==> src/hw/rtl/u8d_pkg.sv <==
// ----------------------------------------------------------------------------
// u8d_pkg
// Types, constants and helpers shared by the UTF-8 code point decoder.
// ----------------------------------------------------------------------------
package u8d_pkg;

    localparam int CP_W   = 21;
    localparam int BYTE_W = 8;
    localparam int PEND_W = 2;
    localparam int ADDR_W = 3;
    localparam int DATA_W = 32;

    // Depth of the result queue in front of the output port.
    localparam int QDEPTH = 3;
    localparam int QIDX_W = 2;
    localparam int QCNT_W = 2;

    // Register indexes, taken from paddr[2].
    localparam logic REG_SKIP_ZW = 1'b0;
    localparam logic REG_REPL    = 1'b1;

    localparam logic            SKIP_RESET = 1'b1;
    localparam logic [CP_W-1:0] REPL_RESET = 21'd63;

    localparam logic [CP_W-1:0] ZW_SPACE_LO = 21'h0200B;
    localparam logic [CP_W-1:0] ZW_SPACE_HI = 21'h0200F;
    localparam logic [CP_W-1:0] VAR_SEL_LO  = 21'h0FE00;
    localparam logic [CP_W-1:0] VAR_SEL_HI  = 21'h0FE0F;
    localparam logic [CP_W-1:0] BOM_CP      = 21'h0FEFF;

    typedef struct packed {
        logic [BYTE_W-1:0] text_byte;
        logic              string_end;
    } t_byte_word;

    typedef struct packed {
        logic [CP_W-1:0] code_point;
        logic            point_valid;
        logic            last_of_string;
    } t_point_word;

    typedef struct packed {
        logic [PEND_W-1:0] bytes_pending;
        logic [CP_W-1:0]   partial_value;
    } t_dec_state;

    typedef struct packed {
        logic [QCNT_W-1:0] count;
        t_point_word       res0;
        t_point_word       res1;
    } t_step_res;

    function automatic logic is_zero_width(input logic [CP_W-1:0] cp);
        return ((cp >= ZW_SPACE_LO) && (cp <= ZW_SPACE_HI)) ||
               ((cp >= VAR_SEL_LO) && (cp <= VAR_SEL_HI)) ||
               (cp == BOM_CP);
    endfunction

endpackage

==> src/hw/rtl/u8d_if.sv <==
// ----------------------------------------------------------------------------
// u8d_if
// Valid/ready channels for input bytes and decoded code points.
// ----------------------------------------------------------------------------
interface u8d_byte_if;
    logic       valid;
    logic       ready;
    logic [7:0] text_byte;
    logic       string_end;

    modport source (output valid, output text_byte, output string_end, input ready);
    modport sink   (input valid, input text_byte, input string_end, output ready);
endinterface

interface u8d_point_if;
    logic        valid;
    logic        ready;
    logic [20:0] code_point;
    logic        point_valid;
    logic        last_of_string;

    modport source (output valid, output code_point, output point_valid,
                    output last_of_string, input ready);
    modport sink   (input valid, input code_point, input point_valid,
                    input last_of_string, output ready);
endinterface

==> src/hw/rtl/u8d_step.sv <==
// ----------------------------------------------------------------------------
// u8d_step
// Decodes one byte against the sequence state and gives up to two results.
// ----------------------------------------------------------------------------
module u8d_step (
    input  u8d_pkg::t_dec_state            i_state,
    input  u8d_pkg::t_byte_word            i_word,
    input  logic                           i_skip,
    input  logic [u8d_pkg::CP_W-1:0]       i_repl,
    output u8d_pkg::t_dec_state            o_state,
    output u8d_pkg::t_step_res             o_res
);

    logic [7:0]                   b;
    logic                         is_cont;
    logic                         open_seq;
    logic                         f_emit;
    logic [u8d_pkg::CP_W-1:0]     f_cp;
    logic [u8d_pkg::PEND_W-1:0]   f_pend;
    logic [u8d_pkg::CP_W-1:0]     f_part;
    logic [u8d_pkg::PEND_W-1:0]   cont_pend;
    logic [u8d_pkg::CP_W-1:0]     cont_val;
    logic                         c1_en;
    logic [u8d_pkg::CP_W-1:0]     c1_cp;
    logic                         c2_en;
    logic [u8d_pkg::CP_W-1:0]     c2_cp;
    logic                         k1;
    logic                         k2;
    u8d_pkg::t_dec_state          mid_state;
    u8d_pkg::t_point_word         w1;
    u8d_pkg::t_point_word         w2;

    assign b        = i_word.text_byte;
    assign is_cont  = (b[7:6] == 2'b10);
    assign open_seq = (i_state.bytes_pending != '0);

    // Decode of a byte with no sequence open.
    always_comb begin
        f_emit = 1'b0;
        f_cp   = i_repl;
        f_pend = '0;
        f_part = '0;
        unique if (b[7] == 1'b0) begin
            f_emit = 1'b1;
            f_cp   = {{(u8d_pkg::CP_W-8){1'b0}}, b};
        end else if (b[7:5] == 3'b110) begin
            f_pend = 2'd1;
            f_part = {{(u8d_pkg::CP_W-5){1'b0}}, b[4:0]};
        end else if (b[7:4] == 4'b1110) begin
            f_pend = 2'd2;
            f_part = {{(u8d_pkg::CP_W-4){1'b0}}, b[3:0]};
        end else if (b[7:3] == 5'b11110) begin
            f_pend = 2'd3;
            f_part = {{(u8d_pkg::CP_W-3){1'b0}}, b[2:0]};
        end else begin
            f_emit = 1'b1;
        end
    end

    assign cont_pend = i_state.bytes_pending - 2'd1;
    assign cont_val  = {i_state.partial_value[u8d_pkg::CP_W-7:0], b[5:0]};

    // First candidate: a completed sequence or the replacement for an
    // interrupted one. Second candidate: a fresh point or the replacement for
    // a sequence cut off by the end of the string. Both can be given for one byte.
    always_comb begin
        c1_en = 1'b0;
        c1_cp = i_repl;
        c2_en = 1'b0;
        c2_cp = i_repl;
        if (open_seq && is_cont) begin
            mid_state.bytes_pending = cont_pend;
            mid_state.partial_value = (cont_pend == '0) ? '0 : cont_val;
            c1_en = (cont_pend == '0);
            c1_cp = cont_val;
        end else begin
            mid_state.bytes_pending = f_pend;
            mid_state.partial_value = f_part;
            c1_en = open_seq;
            c2_en = f_emit;
            c2_cp = f_cp;
        end
        o_state = mid_state;
        if (i_word.string_end) begin
            o_state = '0;
            if (mid_state.bytes_pending != '0) begin
                c2_en = 1'b1;
                c2_cp = i_repl;
            end
        end
    end

    assign k1 = c1_en && !(i_skip && u8d_pkg::is_zero_width(c1_cp));
    assign k2 = c2_en && !(i_skip && u8d_pkg::is_zero_width(c2_cp));

    always_comb begin
        w1 = '{code_point: c1_cp, point_valid: 1'b1, last_of_string: 1'b0};
        w2 = '{code_point: c2_cp, point_valid: 1'b1, last_of_string: 1'b0};
        o_res.res0  = k1 ? w1 : w2;
        o_res.res1  = w2;
        o_res.count = {1'b0, k1} + {1'b0, k2};
        if (i_word.string_end) begin
            unique case ({k1, k2})
                2'b00: begin
                    o_res.res0  = '{code_point: '0, point_valid: 1'b0,
                                    last_of_string: 1'b1};
                    o_res.count = 2'd1;
                end
                2'b01, 2'b10: begin
                    o_res.res0.last_of_string = 1'b1;
                end
                2'b11: begin
                    o_res.res1.last_of_string = 1'b1;
                end
            endcase
        end
    end

endmodule

==> src/hw/rtl/utf8_codepoint_decoder.sv <==
// ----------------------------------------------------------------------------
// utf8_codepoint_decoder
// Streaming UTF-8 decoder: one byte in, zero to two code point words out.
// ----------------------------------------------------------------------------
// Channel   Dir  Payload                                    Word accepted when
// i_in      in   text_byte[7:0], string_end                 valid && ready
// o_out     out  code_point[20:0], point_valid, last_of...  valid && ready
// apb       in   paddr[2:0], pwdata[31:0] / prdata[31:0]    psel && penable && pwrite
//
// A byte is registered on acceptance and decoded, once the queue holds at most
// one word, into a three-word result queue; o_out shows the queue head straight
// from a register. Throughput is one byte per cycle while o_out.ready is high;
// a two-word byte can stall i_in; bytes are taken at one queued word or less.
// Reset (synchronous, active low) closes any open sequence, empties the queue
// and restores skip_zero_width = 1 and replacement_code = 63.
// i_in.ready depends on registers only, never on o_out.ready.
module utf8_codepoint_decoder (
    input  logic                          i_clk,
    input  logic                          i_rst_n,
    u8d_byte_if.sink                      i_in,
    u8d_point_if.source                   o_out,
    input  logic                          psel,
    input  logic                          penable,
    input  logic                          pwrite,
    input  logic [u8d_pkg::ADDR_W-1:0]    paddr,
    input  logic [u8d_pkg::DATA_W-1:0]    pwdata,
    output logic [u8d_pkg::DATA_W-1:0]    prdata,
    output logic                          pready
);

    logic                          r_skip;
    logic [u8d_pkg::CP_W-1:0]      r_repl;
    logic                          r_in_valid;
    u8d_pkg::t_byte_word           r_in;
    u8d_pkg::t_dec_state           r_state;
    u8d_pkg::t_dec_state           n_state;
    u8d_pkg::t_step_res            step_res;
    u8d_pkg::t_point_word          r_q [u8d_pkg::QDEPTH];
    u8d_pkg::t_point_word          n_q [u8d_pkg::QDEPTH];
    logic [u8d_pkg::QCNT_W-1:0]    r_cnt;
    logic [u8d_pkg::QCNT_W-1:0]    n_cnt;
    logic [u8d_pkg::QCNT_W-1:0]    push_cnt;
    logic [u8d_pkg::QIDX_W-1:0]    base;
    logic                          advance;
    logic                          step;
    logic                          pop;
    logic                          in_take;
    logic                          cfg_wr;

    // ---- configuration ----
    assign pready = 1'b1;
    assign cfg_wr = psel && penable && pwrite;

    always_ff @(posedge i_clk) begin
        if (!i_rst_n) begin
            r_skip <= u8d_pkg::SKIP_RESET;
            r_repl <= u8d_pkg::REPL_RESET;
        end else if (cfg_wr) begin
            unique case (paddr[2])
                u8d_pkg::REG_SKIP_ZW: r_skip <= pwdata[0];
                u8d_pkg::REG_REPL:    r_repl <= pwdata[u8d_pkg::CP_W-1:0];
            endcase
        end
    end

    always_comb begin
        unique case (paddr[2])
            u8d_pkg::REG_SKIP_ZW: prdata = {{(u8d_pkg::DATA_W-1){1'b0}}, r_skip};
            u8d_pkg::REG_REPL:
                prdata = {{(u8d_pkg::DATA_W-u8d_pkg::CP_W){1'b0}}, r_repl};
        endcase
    end

    // ---- input register ----
    assign advance    = (r_cnt <= 2'd1);
    assign step       = r_in_valid && advance;
    assign i_in.ready = !r_in_valid || advance;
    assign in_take    = i_in.valid && i_in.ready;

    always_ff @(posedge i_clk) begin
        if (!i_rst_n) begin
            r_in_valid <= 1'b0;
        end else if (in_take) begin
            r_in_valid <= 1'b1;
        end else if (advance) begin
            r_in_valid <= 1'b0;
        end
    end

    always_ff @(posedge i_clk) begin
        if (in_take) begin
            r_in.text_byte  <= i_in.text_byte;
            r_in.string_end <= i_in.string_end;
        end
    end

    // ---- decode ----
    u8d_step u_step (
        .i_state (r_state),
        .i_word  (r_in),
        .i_skip  (r_skip),
        .i_repl  (r_repl),
        .o_state (n_state),
        .o_res   (step_res)
    );

    always_ff @(posedge i_clk) begin
        if (!i_rst_n) begin
            r_state <= '0;
        end else if (step) begin
            r_state <= n_state;
        end
    end

    // ---- result queue, head at entry 0 ----
    assign pop      = (r_cnt != '0) && o_out.ready;
    assign push_cnt = step ? step_res.count : '0;
    assign base     = r_cnt - {1'b0, pop};

    always_comb begin
        for (int i = 0; i < u8d_pkg::QDEPTH; i++) begin
            n_q[i] = r_q[i];
        end
        if (pop) begin
            for (int i = 0; i < u8d_pkg::QDEPTH - 1; i++) begin
                n_q[i] = r_q[i+1];
            end
        end
        if (push_cnt != '0) begin
            n_q[base] = step_res.res0;
        end
        if (push_cnt == 2'd2) begin
            n_q[base + 2'd1] = step_res.res1;
        end
        n_cnt = base + push_cnt;
    end

    always_ff @(posedge i_clk) begin
        if (!i_rst_n) begin
            r_cnt <= '0;
        end else begin
            r_cnt <= n_cnt;
        end
    end

    always_ff @(posedge i_clk) begin
        for (int i = 0; i < u8d_pkg::QDEPTH; i++) begin
            r_q[i] <= n_q[i];
        end
    end

    assign o_out.valid          = (r_cnt != '0);
    assign o_out.code_point     = r_q[0].code_point;
    assign o_out.point_valid    = r_q[0].point_valid;
    assign o_out.last_of_string = r_q[0].last_of_string;

endmodule

==> src/flat_wrapper.sv <==
// flat-port wrapper written by rule: the top's interface ports become plain ports
module utf8_codepoint_decoder_flat 
  (i_clk, i_rst_n, psel, penable, pwrite, paddr, pwdata, prdata, pready, i_in_valid, i_in_text_byte, i_in_string_end, i_in_ready, o_out_valid, o_out_code_point, o_out_point_valid, o_out_last_of_string, o_out_ready);
  u8d_byte_if i_in_i ();
  u8d_point_if o_out_i ();
  input  logic i_clk;
  input  logic i_rst_n;
  input  logic psel;
  input  logic penable;
  input  logic pwrite;
  input  logic [u8d_pkg::ADDR_W-1:0] paddr;
  input  logic [u8d_pkg::DATA_W-1:0] pwdata;
  output logic [u8d_pkg::DATA_W-1:0] prdata;
  output logic pready;
  input wire logic [$bits(i_in_i.valid)-1:0] i_in_valid;
  input wire logic [$bits(i_in_i.text_byte)-1:0] i_in_text_byte;
  input wire logic [$bits(i_in_i.string_end)-1:0] i_in_string_end;
  output wire logic [$bits(i_in_i.ready)-1:0] i_in_ready;
  output wire logic [$bits(o_out_i.valid)-1:0] o_out_valid;
  output wire logic [$bits(o_out_i.code_point)-1:0] o_out_code_point;
  output wire logic [$bits(o_out_i.point_valid)-1:0] o_out_point_valid;
  output wire logic [$bits(o_out_i.last_of_string)-1:0] o_out_last_of_string;
  input wire logic [$bits(o_out_i.ready)-1:0] o_out_ready;
  assign i_in_i.valid = i_in_valid;
  assign i_in_i.text_byte = i_in_text_byte;
  assign i_in_i.string_end = i_in_string_end;
  assign i_in_ready = i_in_i.ready;
  assign o_out_valid = o_out_i.valid;
  assign o_out_code_point = o_out_i.code_point;
  assign o_out_point_valid = o_out_i.point_valid;
  assign o_out_last_of_string = o_out_i.last_of_string;
  assign o_out_i.ready = o_out_ready;
  utf8_codepoint_decoder u_core (.i_clk(i_clk), .i_rst_n(i_rst_n), .i_in(i_in_i), .o_out(o_out_i), .psel(psel), .penable(penable), .pwrite(pwrite), .paddr(paddr), .pwdata(pwdata), .prdata(prdata), .pready(pready));
endmodule
==> config.mk <==
export PLATFORM = sky130hd
export DESIGN_NAME = utf8_codepoint_decoder_flat
export DESIGN_NICKNAME = d
export VERILOG_FILES = /design/src/hw/rtl/u8d_pkg.sv /design/src/hw/rtl/u8d_if.sv /design/src/hw/rtl/u8d_step.sv /design/src/hw/rtl/utf8_codepoint_decoder.sv /design/src/flat_wrapper.sv
export SDC_FILE = /design/constraint.sdc
export NUM_CORES = 1
export LEC_CHECK = 0
export ABC_AREA = 1
export BUFFER_PORTS_ARGS = -buffer_cell sky130_fd_sc_hd__clkbuf_2
export CORE_MARGIN = 10
export CORE_UTILIZATION = 58
export DETAILED_ROUTE_END_ITERATION = 16
export HOLD_SLACK_MARGIN = 0.12
export PLACE_DENSITY = 0.91
export SKIP_LAST_GASP = 1
export SLEW_MARGIN = 10
export SYNTH_ARGS = -nofsm -noshare
export SYNTH_HDL_FRONTEND = slang
export SYNTH_HIERARCHICAL = 1
export SYNTH_SLANG_ARGS = --single-unit
==> constraint.sdc <==
create_clock -name i_clk -period 4.85 [get_ports i_clk]
set_clock_uncertainty 0.15 [all_clocks]
set_input_delay 0.7275 -clock i_clk [delete_from_list [all_inputs] [get_ports i_clk]]
set_output_delay 0.7275 -clock i_clk [all_outputs]
set_load 0.01 [all_outputs]
==> results.json <==
{
  "cap_violations": 0,
  "cts.sinks": 120,
  "criticalPathCategory": "reg -> reg",
  "clockRootBuffer": "clkbuf_16",
  "layout_min_cycle_time_ns": 4.49,
  "synthCells": 1161,
  "max_clock_freq_ghz": 0.223,
  "cts_tree": "built",
  "layout-drive-gt1-share": 0.120,
  "row_count": 40,
  "die_width_microns": 131,
  "htreeDepth": 4,
  "power_leakage_nw": 4.36,
  "setup.worst_path.end_class": "flop",
  "path_clk_slew_ns": 0.05,
  "dr.pass1.iters": 6,
  "viasPerCell": 5.41,
  "critPathLaunchType": "flop",
  "drc": 0,
  "cts_buffer_depth": 2,
  "layout.nets": 1242,
  "peakVddDrop_mv": 0.304,
  "tightest_slew_ns": 1.07,
  "synth_area_sq_mm": 0.00714,
  "vias": 7282,
  "finalSetupViolations": 0,
  "portBuffers": 83,
  "setup_ws_ns": 0.360,
  "ys_warn_count": 6,
  "finalMaxSlewViolations": 0,
  "syn_avg_cell_area_sq_um": 6.15,
  "finalCritPeriodShare": 0.926,
  "grtUsageTotal": 0.221,
  "grt_pass1_wl_mm": 30.6,
  "relSlewSlack": 0.287,
  "area_delta_synth_final_pct": 11.1,
  "die_area_sq_mm": 0.0171,
  "status": "finished, final reports clean",
  "post-place-ws_ns": 0.180,
  "power_density_mw_per_mm2": 429,
  "clkLatencyLatePin_ns": 0.42,
  "grt_max_degree": 70,
  "drt-wirelength-per-cell_microns": 14.1,
  "fill_cells": 1035,
  "place_congestion": 0.957,
  "first_global_vias": 6537,
  "min-delay-path-class": "reg -> reg",
  "holdWs_ns": 0.286,
  "initial_utilization": 0.594,
  "num_io_pins": 109,
  "gr-total-overflow": 0,
  "cts_buffers": 17,
  "regArea_sq_mm": 0.00249,
  "rsz0062_at_grt": "false",
  "drt_iter0_drc": 853,
  "multi_input_area_sq_mm": 0.00364,
  "cp.required_ns": 5.02,
  "hold_violations": 0,
  "antenna_found_initial": 0,
  "design.core.area_sq_mm": 0.0120,
  "path_max_fanout": 21,
  "ant_nets": 0,
  "antennaDiodeCount": 0,
  "cts_hold_buf": 0,
  "wirelength_mm": 19.0,
  "hpwl_mm": 13.0,
  "setup-tns-final_ns": 0,
  "die-height_microns": 131,
  "arrival_ns": 4.66
}
## power breakdown
group          leakage [nW]  total, mW  switching [mW]  internal [mW]
clock network         0.287       1.24           0.436          0.805
logic                  3.07      0.865           0.546          0.319
registers              1.00       1.29          0.0868           1.21
total                  4.36       3.40            1.07           2.33
## flip-flops by register name (all words and copies together) (netlist names)
register and flops:
u_core/r_cnt 2, u_core/r_in 9, u_core/r_in_valid 1, u_core/r_q 69, u_core/r_repl 21, u_core/r_skip 1
u_core/r_state 17
## through the flow
stage,utilization,power [mW],instances,cell area (sq um)
finish,0.661,3.40,1345,7940
global route,0.661,3.60,1345,7940
CTS,0.658,3.40,1343,7910
detailed placement,0.610,2.16,1312,7320
global placement,0.610,2.12,1312,7320
floorplan,-,2.02,1171,7180
## placed cells by master (no fill, tap or decap), drive strengths merged, types with 14 or more instances in the layout
cell type	n
nor2	129
nor3	15
a21oi	31
o21ai	99
nand2	366
dfxtp	111
nand3b	23
inv	135
buf	14
nand3	121
clkbuf	107
## what timing repair did
item,in CTS,in global routing
setup buffers,0,2
resized for setup,0,4
endpoints found under the setup margin,0,69
## layer usage
layer / track usage / wire length [microns] / part of all wire / vias up
met4: 0.0889 / 471 / 0.025 / 0
met2: 0.345 / 8740 / 0.46 / 361
met5: 0 / 0 / 0 / -
met1: 0.288 / 7990 / 0.42 / 3228
met3: 0.0512 / 1790 / 0.094 / 51
li1: - / - / - / 3642
## worst max-delay path, cell delays in order (launching register included)
cell and delay (ns):
dfxtp_1 0.39, inv_1 0.10, ha_1 0.22, inv_2 0.17, nand3_1 0.37, buf_12 0.30
nand2_1 0.09, nand2_1 0.09, nor2_1 0.09, nand2_1 0.08, nor2_1 0.16, nand2_1 0.07
nor2_1 0.12, nand3_2 0.09, nand2_1 0.09, inv_1 0.07, ha_1 0.18, o21ai_0 0.34
inv_1 0.15, a21oi_4 0.40, buf_4 0.30, nand3_1 0.13, nand3_1 0.15, nand2_1 0.06
## final cells by class
| class | instances | share of cell area |
|---|---|---|
| multi-input combinational | 816 | 0.459 |
| sequential | 120 | 0.314 |
| timing repair buffer | 97 | 0.0672 |
| inverter | 134 | 0.0635 |
| clock buffer | 24 | 0.0620 |
| tap | 147 | 0.0232 |
| clock inverter | 7 | 0.0114 |
## worst paths after layout
check | start | end | slack, ns | cells past startpoint
max | u_core/r_state[22] | u_core/r_q[0][43] | 0.36 | 23
min | u_core/r_q[0][64] | u_core/r_q[0][64] | 0.29 | 2
min reg2reg | u_core/r_q[0][64] | u_core/r_q[0][64] | 0.29 | 2
max reg2reg | u_core/r_state[22] | u_core/r_q[0][43] | 0.36 | 23
No activity file was read; power rests on OpenSTA's default activity.
